**config.mk**
```make
export PLATFORM = sky130hd
export DESIGN_NAME = esnf_ctrl
export DESIGN_NICKNAME = d
export VERILOG_FILES = /design/src/design/esnf_pkg.sv /design/src/design/esnf_ctrl.sv
export SDC_FILE = /design/constraint.sdc
export NUM_CORES = 1
export LEC_CHECK = 0
export ABC_AREA = 1
export BUFFER_PORTS_ARGS = -buffer_cell sky130_fd_sc_hd__buf_4
export CAP_MARGIN = 0
export CORE_AREA = 3 3 40 42
export CTS_BUF_LIST = sky130_fd_sc_hd__clkbuf_16
export CTS_CLUSTER_SIZE = 12
export DETAILED_ROUTE_END_ITERATION = 8
export DIE_AREA = 0 0 43 45
export PLACE_DENSITY = 0.68
export SETUP_SLACK_MARGIN = 0.4
export SLEW_MARGIN = 10
export SYNTH_ARGS = -nofsm -noshare
export SYNTH_HDL_FRONTEND = slang
export SYNTH_SLANG_ARGS = --single-unit
```
**constraint.sdc**
```tcl
create_clock -name clk -period 1.4 [get_ports clk]
set_input_delay 0.14 -clock clk [delete_from_list [all_inputs] [get_ports clk]]
set_output_delay 0.14 -clock clk [all_outputs]
set_load 0.1 [all_outputs]
```
**src/design/esnf_pkg.sv**
```systemverilog
`default_nettype none

package esnf_pkg;

	localparam logic [6:0] NODE_COUNT_RESET = 7'd64;

	localparam logic FUNC_ADD_EDGE = 1'b0;
	localparam logic FUNC_RUN      = 1'b1;

	typedef enum logic [2:0] {
		ST_IDLE,
		ST_EDGE_RD,
		ST_EDGE_WR,
		ST_ROOT,
		ST_SCAN,
		ST_STK_RD,
		ST_EMIT
	} state_t;

	typedef struct packed {
		logic capture;
		logic edge_rd;
		logic edge_wr;
		logic root_push;
		logic root_next;
		logic nbr_push;
		logic nbr_skip;
		logic pop;
		logic stk_rd;
		logic abort;
		logic stk_load;
		logic emit_load;
		logic emit_next;
		logic clear_run;
	} cmd_t;

	typedef struct packed {
		logic edge_ok;
		logic root_done;
		logic root_visited;
		logic k_end;
		logic nbr_bit;
		logic nbr_visited;
		logic nbr_on_path;
		logic depth_one;
		logic any_safe;
		logic emit_bit;
		logic emit_last;
		logic out_free;
	} status_t;

endpackage

`default_nettype wire

```
**src/design/esnf_ctrl.sv**
```systemverilog
`default_nettype none

module esnf_ctrl
	import esnf_pkg::*;
(
	input  wire logic    clk,
	input  wire logic    arst_n,
	input  wire logic    in_valid,
	input  wire logic    func,
	output logic         in_ready,
	input  wire status_t status,
	output cmd_t         cmd
);

	state_t state_q;
	state_t state_nxt;

	always_ff @(posedge clk or negedge arst_n) begin
		if (!arst_n) begin
			state_q <= ST_IDLE;
		end else begin
			state_q <= state_nxt;
		end
	end

	always_comb begin
		state_nxt = state_q;
		cmd       = '0;
		in_ready  = 1'b0;
		case (state_q)
			ST_IDLE: begin
				in_ready = 1'b1;
				if (in_valid) begin
					cmd.capture = 1'b1;
					state_nxt   = (func == FUNC_RUN) ? ST_ROOT : ST_EDGE_RD;
				end
			end
			ST_EDGE_RD: begin
				if (status.edge_ok) begin
					cmd.edge_rd = 1'b1;
					state_nxt   = ST_EDGE_WR;
				end else begin
					state_nxt = ST_IDLE;
				end
			end
			ST_EDGE_WR: begin
				cmd.edge_wr = 1'b1;
				state_nxt   = ST_IDLE;
			end
			ST_ROOT: begin
				if (status.root_done) begin
					state_nxt = ST_EMIT;
				end else if (status.root_visited) begin
					cmd.root_next = 1'b1;
				end else begin
					cmd.root_push = 1'b1;
					state_nxt     = ST_SCAN;
				end
			end
			ST_SCAN: begin
				if (status.k_end) begin
					cmd.pop = 1'b1;
					if (status.depth_one) begin
						state_nxt = ST_ROOT;
					end else begin
						cmd.stk_rd = 1'b1;
						state_nxt  = ST_STK_RD;
					end
				end else if (status.nbr_bit && !status.nbr_visited) begin
					cmd.nbr_push = 1'b1;
				end else if (status.nbr_bit && status.nbr_on_path) begin
					cmd.abort = 1'b1;
					state_nxt = ST_ROOT;
				end else begin
					cmd.nbr_skip = 1'b1;
				end
			end
			ST_STK_RD: begin
				cmd.stk_load = 1'b1;
				state_nxt    = ST_SCAN;
			end
			ST_EMIT: begin
				if (!status.any_safe) begin
					if (status.out_free) begin
						cmd.emit_load = 1'b1;
						cmd.clear_run = 1'b1;
						state_nxt     = ST_IDLE;
					end
				end else if (!status.emit_bit) begin
					cmd.emit_next = 1'b1;
				end else if (status.out_free) begin
					cmd.emit_load = 1'b1;
					cmd.emit_next = 1'b1;
					if (status.emit_last) begin
						cmd.clear_run = 1'b1;
						state_nxt     = ST_IDLE;
					end
				end
			end
			default: begin
				state_nxt = ST_IDLE;
			end
		endcase
	end

endmodule

`default_nettype wire

```
==> reports/results.txt, run 1 <==
cell area after synthesis: 457 µm²
clk sinks: 3
Post-DP HPWL: 1.15 mm
routability cong.: 0.755
Synth Register Bits: 3
Tool Error: [ERROR DPL-0033] detailed placement checks failed during check placement.
top-level port count: 31
Ys Warns: 0
synthesized instance count: 80
run status: aborted with a tool error
Post-synth top cells: nand2_1 (21), inv_1 (19), nand3_1 (8), nor2_1 (8), nor2_2 (5)
dpl cells: 129
Inserted Clock Buffers: 3
Root Buffer: clkbuf_16
Mean Syn Cell Area: 5.71 µm²
die width: 43 µm
CTS resizes: 50
Place WS: 23.2 ps
Synth area leader: nand2_1
CTS H-tree lvls: 1
Most used DFF post-synth: dfrtp_1
share of the synthesized area in the top cell type: 17.3%
Async SR Flop Fraction: 100%
synthesized net count: 96
synth top area cells: nand2_1 (17%), dfrtp_1 (16%), inv_1 (16%), nor2_4 (9.9%), nand3_1 (8.8%)
CTS Hold Bufs: 1
clock buffer depth: 2
FP Rows: 13
Die Ht: 45 µm
Seq/Total Area, Yosys: 16.4%
Synth cell types: 18
Setup Buffers After CTS: 11
I/O Buffers: 30
number of enable flip-flop cells after synthesis: 0
starting density of the core: 35.5%
most frequent cell after synthesis: nand2_1
failing step: 4_1_cts
[logic make-up after synthesis]
logic type / Yosys count / share of synthesized area, %
AOI/OAI and AO/OA: 4 / 5.75
DFF: 3 / 16.4
buffers and inverters: 20 / 16.4
and+or+nand+nor: 53 / 61.4
[stage by stage]
step	instance area, µm²	util [%]
floorplan	564	-
global placement	838	65.2
detailed placement	838	65.2
==> run 2: changes to the inputs <==
--- a/config.mk
+++ b/config.mk
@@ -8,13 +8,10 @@
 export ABC_AREA = 1
 export BUFFER_PORTS_ARGS = -buffer_cell sky130_fd_sc_hd__buf_4
 export CAP_MARGIN = 0
-export CORE_AREA = 3 3 40 42
-export CTS_BUF_LIST = sky130_fd_sc_hd__clkbuf_16
-export CTS_CLUSTER_SIZE = 12
+export CORE_AREA = 3 3 64 66
 export DETAILED_ROUTE_END_ITERATION = 8
-export DIE_AREA = 0 0 43 45
-export PLACE_DENSITY = 0.68
-export SETUP_SLACK_MARGIN = 0.4
+export DIE_AREA = 0 0 67 69
+export PLACE_DENSITY_LB_ADDON = 0.15
 export SLEW_MARGIN = 10
 export SYNTH_ARGS = -nofsm -noshare
 export SYNTH_HDL_FRONTEND = slang
==> reports/results.txt, run 2 <==
run status: finished with violations (was aborted with a tool error)
failing checks: negative setup slack
Worst Skew: 0.0818 ps
core area: 3630 µm²
number of enable flip-flop cells after synthesis: 0 (unchanged)
Post-DP HPWL: 1.29 mm (was 1.15 mm)
CP Cell Sequence: nor2_4 -> nand2_4 -> nor2_4 -> nand2_2 -> clkinvlp_4 -> buf_12
starting density of the core: 12.6% (was 35.5%)
worst reg2reg setup slack: 70 ps
Async SR Flop Fraction: 100% (unchanged)
routability cong.: 0.845 (was 0.755)
FP Rows: 22 (was 13)
PwrDens: 1670 nW/µm²
GRT Util Overall: 7.37%
share of the synthesized area in the top cell type: 17.3% (unchanged)
clk sinks: 3 (unchanged)
gr ovfl total: 0
# diodes: 0
Post-synth top cells: nand2_1 (21), inv_1 (19), nand3_1 (8), nor2_1 (8), nor2_2 (5) (unchanged)
most frequent cell after synthesis: nand2_1 (unchanged)
DRT Wirelength: 1.53 mm
VDD IR max: 0.413 mV
largest family of logic cells by synthesized area: simple AND/OR/NAND/NOR gates (unchanged)
crit path kind: flop to primary output
Synth cell types: 18 (unchanged)
slowest CP cell: dfrtp_2
critical path arrival: 1320 ps
I/O Buffers: 30 (unchanged)
Most flops, register: state_q
Pleak: 0.538 nW
top-level port count: 31 (unchanged)
vias per cell: 3.67
die width: 67 µm (was 43 µm)
WP buf/inv: 2
global-route wire length before repair: 2.64 mm
Tmin final: 1460 ps
vias in the first global route: 628
layout cells sized above 1: 61.9%
Setup crit end kind: primary output
initial antenna violation count: 0
commonest cells after routing, fill and taps aside: buf_4 (28), nand2_1 (19), inv_1 (13)
Max FO, Critical Path: 5
wire length per cell: 8.77 µm
Max stage delay on crit path: 430 ps
clock buffer depth: 2 (unchanged)
most used cell, CP: nor2_4
final worst-path cycle share: 104%
max reg flops: 3
Compound-Gate Fraction of Synth Area: 5.75% (unchanged)
mux cell area share after synthesis: 0% (unchanged)
Max Fclk: 0.685 GHz
antenna viol nets, final: 0
Detailed Routing Iterations Pass 1: 3
dpl cells: 162 (was 129)
synthesized net count: 96 (unchanged)
Pwr Total: 1.92 mW
synthesized instance count: 80 (unchanged)
Hold Crit Class: input pin to asynchronous set/reset pin
CTS tree: built
biggest regs: state_q x3
Post-route DRC: 0
Slew Viols, Final: 0
Synth Register Bits: 3 (unchanged)
Root Buffer: clkbuf_8 (was clkbuf_16)
Die Ht: 69 µm (was 45 µm)
largest net degree at the start of global routing: 6
Seq/Total Area, Yosys: 16.4% (unchanged)
Final Hold Slack: 245 ps
DR vias: 638
cell area after synthesis: 457 µm² (unchanged)
final core occ: 31.6%
Worst Slack Setup Final: -59.8 ps
Ys Warns: 0 (unchanged)
Least-Margin Pin Slew: 323 ps
Inserted Clock Buffers: 3 (unchanged)
Filler cells: 408
Mean Syn Cell Area: 5.71 µm² (unchanged)
Synth area leader: nand2_1 (unchanged)
setup TNS: -241 ps
total die area: 4620 µm²
Nets: 143
Most used DFF post-synth: dfrtp_1 (unchanged)
unrepaired setup endpoints after global routing: yes
Post-Synth Simple-Gate Area: 61.4% (unchanged)
Worst slew margin: 78.2%
1st-iter DRT viols: 26
CP top delay family: flip-flops
CTS clock-pin slew for the worst setup and hold paths: 30 ps
Hold Vio Cnt, Final: 0
P&R area growth vs syn: 152%
adder-cell share of the synthesized area: 0% (unchanged)
most common cell after layout, fill and taps aside: buf_4
Setup crit start kind: flop
Synth Area in XOR/XNOR: 0% (unchanged)
CTS H-tree lvls: 1 (unchanged)
CP required: 1260 ps
Final Instance Count excl. Fillers: 174
synth top area cells: nand2_1 (17%), dfrtp_1 (16%), inv_1 (16%), nor2_4 (9.9%), nand3_1 (8.8%) (unchanged)
final setup fails: 7
maxcap violations: 0
clk_lat worst skew: 210 ps
run 2: cell counts after synthesis:
Identical to the previous run, type by type.
run 2: metrics by stage:
stage,instance area [µm²],worst slack [ps]
final,1150,-59.8
after global routing,1150,-117
after CTS,1130,-87.3
after detailed placement,872,34.3
after global placement,872,44.9
after floorplan,557,-510
run 2: timing repair:
action / in CTS / in global routing
pin swaps: 7 / 5
buffers inserted: 6 / 1
hold endpoints to repair: 3 / 0
gates resized for setup: 39 / 3
endpoints found under the setup margin: 14 / 16
hold buffers: 1 / 0
run 2: path summary, 6_finish.rpt:
kind | from | end | cells past startpoint
worst min register to register | state_q[1] | state_q[1] | 3
worst max-delay path | state_q[0] | cmd[5] | 6
worst min-delay path | arst_n | state_q[2] | 2
min in group clk | status[4] | state_q[2] | 6
max in group asynchronous | arst_n | state_q[0] | 2
worst max register to register | state_q[1] | state_q[2] | 8
run 2: logic make-up after synthesis:
kind of cell,after synthesis
buf+inv,20
flops,3
simple gates,53
compound gates,4
run 2: cell type report:
cell class | instances | area, µm² | area share, %
repair buffers | 42 | 472 | 41.1
flip-flops and latches | 3 | 78.8 | 6.86
clock buffers | 4 | 45.0 | 3.92
inverters | 20 | 87.6 | 7.63
well taps | 48 | 60.1 | 5.23
multi-input cells | 57 | 405 | 35.3
run 2: report_power, final:
group | internal [mW] | leakage (nW) | switching (mW)
sequential | 0.130 | 0.0345 | 0.0577
combinational | 0.523 | 0.481 | 0.958
clock | 0.194 | 0.0228 | 0.0568
run 2: routing by layer:
metal  track usage, %  vias to the layer above  share of wire, %
li1                 -                      337                 -
met5                0                        -                 0
met3             1.95                        2               6.4
met1             8.49                      279                40
met4             3.38                        0              0.92
met2             12.3                       20                53
Note: power is estimated with default switching activity, not from simulation.
==> run 3: changes to the inputs <==
--- a/config.mk
+++ b/config.mk
@@ -5,7 +5,6 @@
 export SDC_FILE = /design/constraint.sdc
 export NUM_CORES = 1
 export LEC_CHECK = 0
-export ABC_AREA = 1
 export BUFFER_PORTS_ARGS = -buffer_cell sky130_fd_sc_hd__buf_4
 export CAP_MARGIN = 0
 export CORE_AREA = 3 3 64 66
==> reports/results.txt, run 3 <==
vias in the first global route: 523 (was 628)
total die area: 4620 µm² (unchanged)
final core occ: 31.6% (unchanged)
DRT Wirelength: 1.51 mm (was 1.53 mm)
synth top area cells: dfrtp_1 (19%), nor3_1 (8.9%), or3b_1 (6.6%), nor2b_1 (6.3%), nand3b_4 (5.1%) (was nand2_1 (17%), dfrtp_1 (16%), inv_1 (16%), nor2_4 (9.9%), nand3_1 (8.8%))
crit path kind: flop to primary output (unchanged)
wire length per cell: 10.7 µm (was 8.77 µm)
max reg flops: 3 (unchanged)
top-level port count: 31 (unchanged)
post-route design area: 1150 µm² (unchanged)
failing checks: negative setup slack (unchanged)
most common cell after layout, fill and taps aside: buf_4 (unchanged)
DR vias: 540 (was 638)
layout cells sized above 1: 72.0% (was 61.9%)
die width: 67 µm (unchanged)
Sequential Area: 75.1 µm² (was 78.8 µm²)
Synth area leader: dfrtp_1 (was nand2_1)
vias per cell: 3.83 (was 3.67)
most frequent cell after synthesis: nor3_1 (was nand2_1)
area of the multi-input gates: 423 µm² (was 405 µm²)
biggest regs: state_q x3 (unchanged)
largest net degree at the start of global routing: 12 (was 6)
Post-DP HPWL: 1.16 mm (was 1.29 mm)
sequential power share: 7.7% (was 9.8%)
final setup fails: 17 (was 7)
global-route wire length before repair: 2.30 mm (was 2.64 mm)
Setup crit end kind: primary output (unchanged)
Worst Skew: 1.26 ps (was 0.0818 ps)
Pleak: 0.465 nW (was 0.538 nW)
antenna viol nets, final: 0 (unchanged)
Nets: 110 (was 143)
Synth cell types: 27 (was 18)
Post-synth top cells: nor3_1 (7), nor2b_1 (4) (was nand2_1 (21), inv_1 (19), nand3_1 (8), nor2_1 (8), nor2_2 (5))
Setup crit start kind: flop (unchanged)
Most flops, register: state_q (unchanged)
Hold Vio Cnt, Final: 0 (unchanged)
Slew Viols, Final: 0 (unchanged)
Detailed Routing Iterations Pass 1: 4 (was 3)
gr ovfl total: 0 (unchanged)
Die Ht: 69 µm (unchanged)
routability cong.: 0.650 (was 0.845)
Filler cells: 390 (was 408)
Worst slew margin: 76.0% (was 78.2%)
initial antenna violation count: 0 (unchanged)
Mean Syn Cell Area: 7.75 µm² (was 5.71 µm²)
CTS tree: built (unchanged)
Power Internal: 0.992 mW (was 0.847 mW)
Seq/Total Area, Yosys: 19.0% (was 16.4%)
Async SR Flop Fraction: 100% (unchanged)
1st-iter DRT viols: 7 (was 26)
synthesized instance count: 51 (was 80)
share of the synthesized area in the top cell type: 19.0% (was 17.3%)
clk_lat worst skew: 210 ps (about the same)
clk sinks: 3 (unchanged)
cell area after synthesis: 395 µm² (was 457 µm²)
I/O Buffers: 30 (unchanged)
Inserted Clock Buffers: 3 (unchanged)
Comb pwr share: 79.8% (was 77.1%)
Most used DFF post-synth: dfrtp_1 (unchanged)
commonest cells after routing, fill and taps aside: buf_4 (18), buf_12 (14), buf_6 (8) (was buf_4 (28), nand2_1 (19), inv_1 (13))
setup TNS: -2790 ps (was -241 ps)
P&R area growth vs syn: 191% (was 152%)
Post-route DRC: 0 (unchanged)
starting density of the core: 10.9% (was 12.6%)
FP Rows: 22 (unchanged)
Pwr Total: 2.00 mW (was 1.92 mW)
number of enable flip-flop cells after synthesis: 0 (unchanged)
maxcap violations: 0 (unchanged)
GRT Util Overall: 6.49% (was 7.37%)
Psw: 1.01 mW (was 1.07 mW)
final worst-path cycle share: 123% (was 104%)
Least-Margin Pin Slew: 351 ps (was 323 ps)
Max Fclk: 0.582 GHz (was 0.685 GHz)
Clock power frac: 12.6% (was 13.1%)
Max FO, Critical Path: 5 (unchanged)
run status: finished with violations (unchanged)
Ys Warns: 0 (unchanged)
CP required: 1260 ps (about the same)
clock buffer depth: 2 (unchanged)
CTS clock-pin slew for the worst setup and hold paths: 30 ps (about the same)
unrepaired setup endpoints after global routing: yes (unchanged)
Sw Ratio: 50.4% (was 55.9%)
synthesized net count: 67 (was 96)
PwrDens: 1740 nW/µm² (was 1670 nW/µm²)
VDD IR max: 0.500 mV (was 0.413 mV)
area of placed instances: 838 µm² (was 872 µm²)
Hold Crit Class: input pin to asynchronous set/reset pin (unchanged)
critical path arrival: 1580 ps (was 1320 ps)
core area: 3630 µm² (unchanged)
# diodes: 0 (unchanged)
Tmin final: 1720 ps (was 1460 ps)
CTS H-tree lvls: 1 (unchanged)
Synth Register Bits: 3 (unchanged)
Root Buffer: clkbuf_8 (unchanged)
Worst Slack Setup Final: -318 ps (was -59.8 ps)
==> run 3: layout make-up <==
| class | instances | share of cell area (%) |
|---|---|---|
| inverter | 3 | 1.31 |
| clock buffer | 4 | 3.92 |
| tap | 48 | 5.23 |
| sequential | 3 | 6.54 |
| timing repair buffer | 42 | 46.2 |
| multi-input combinational | 41 | 36.8 |
==> run 3: per-layer routing <==
| metal | global-route usage (%) | share of wire, % | vias to the layer above |
|---|---|---|---|
| met5 | 0 | 0 | - |
| met4 | 4.05 | 2.3 | 0 |
| met3 | 0.977 | 5.3 | 4 |
| met2 | 9.93 | 50 | 21 |
| met1 | 8.32 | 42 | 244 |
| li1 | - | - | 271 |
==> run 3: worst max-delay path, stage by stage, from the launching register on <==
cell	delay (ps)
dfrtp_1	380
or3b_4	480
nor4b_4	240
buf_6	260
==> run 3: metrics by stage <==
stage          std cells  hold WS [ps]  setup WS (ps)
6_report             141           269           -318
5_1_grt              141           267           -358
4_1_cts              139           265           -340
3_5_place_dp         133         -68.1           -171
3_3_place_gp         133         -67.1           -167
2_1_floorplan         51          -156           -686
==> run 3: final timing paths <==
kind | endpoint | slack (ps) | cells after the start | startpoint
max | cmd[8] | -320 | 3 | state_q[1]
min | state_q[0] | 270 | 2 | arst_n
min in group clk | state_q[2] | 360 | 4 | status[10]
max reg2reg | state_q[2] | -60 | 6 | state_q[0]
min reg2reg | state_q[0] | 580 | 2 | state_q[0]
max in group asynchronous | state_q[2] | 1040 | 2 | arst_n
==> run 3: logic make-up after synthesis <==
logic type,Yosys count,synth area share [%]
compound gates,12,20.6
buf+inv,7,9.18
flops,3,19.0
mux,1,2.53
simple gates,28,48.7
==> run 3: power groups by stage <==
stage / logic, mW / registers [mW] / clock network (mW)
5_1_grt: 1.67 / 0.162 / 0.267
3_3_place_gp: 1.26 / 0.141 / 0
3_5_place_dp: 1.25 / 0.143 / 0
4_1_cts: 1.46 / 0.144 / 0.259
2_1_floorplan: 0.988 / 0.146 / 0
6_report: 1.59 / 0.154 / 0.251
==> run 3: repair_timing <==
item | CTS | global route
buffers inserted | 1 | 3
gates resized for setup | 45 | 15
endpoints found under the hold margin | 3 | 0
hold buffers | 1 | 0
endpoints found under the setup margin | 18 | 18
pin swaps | 5 | 6
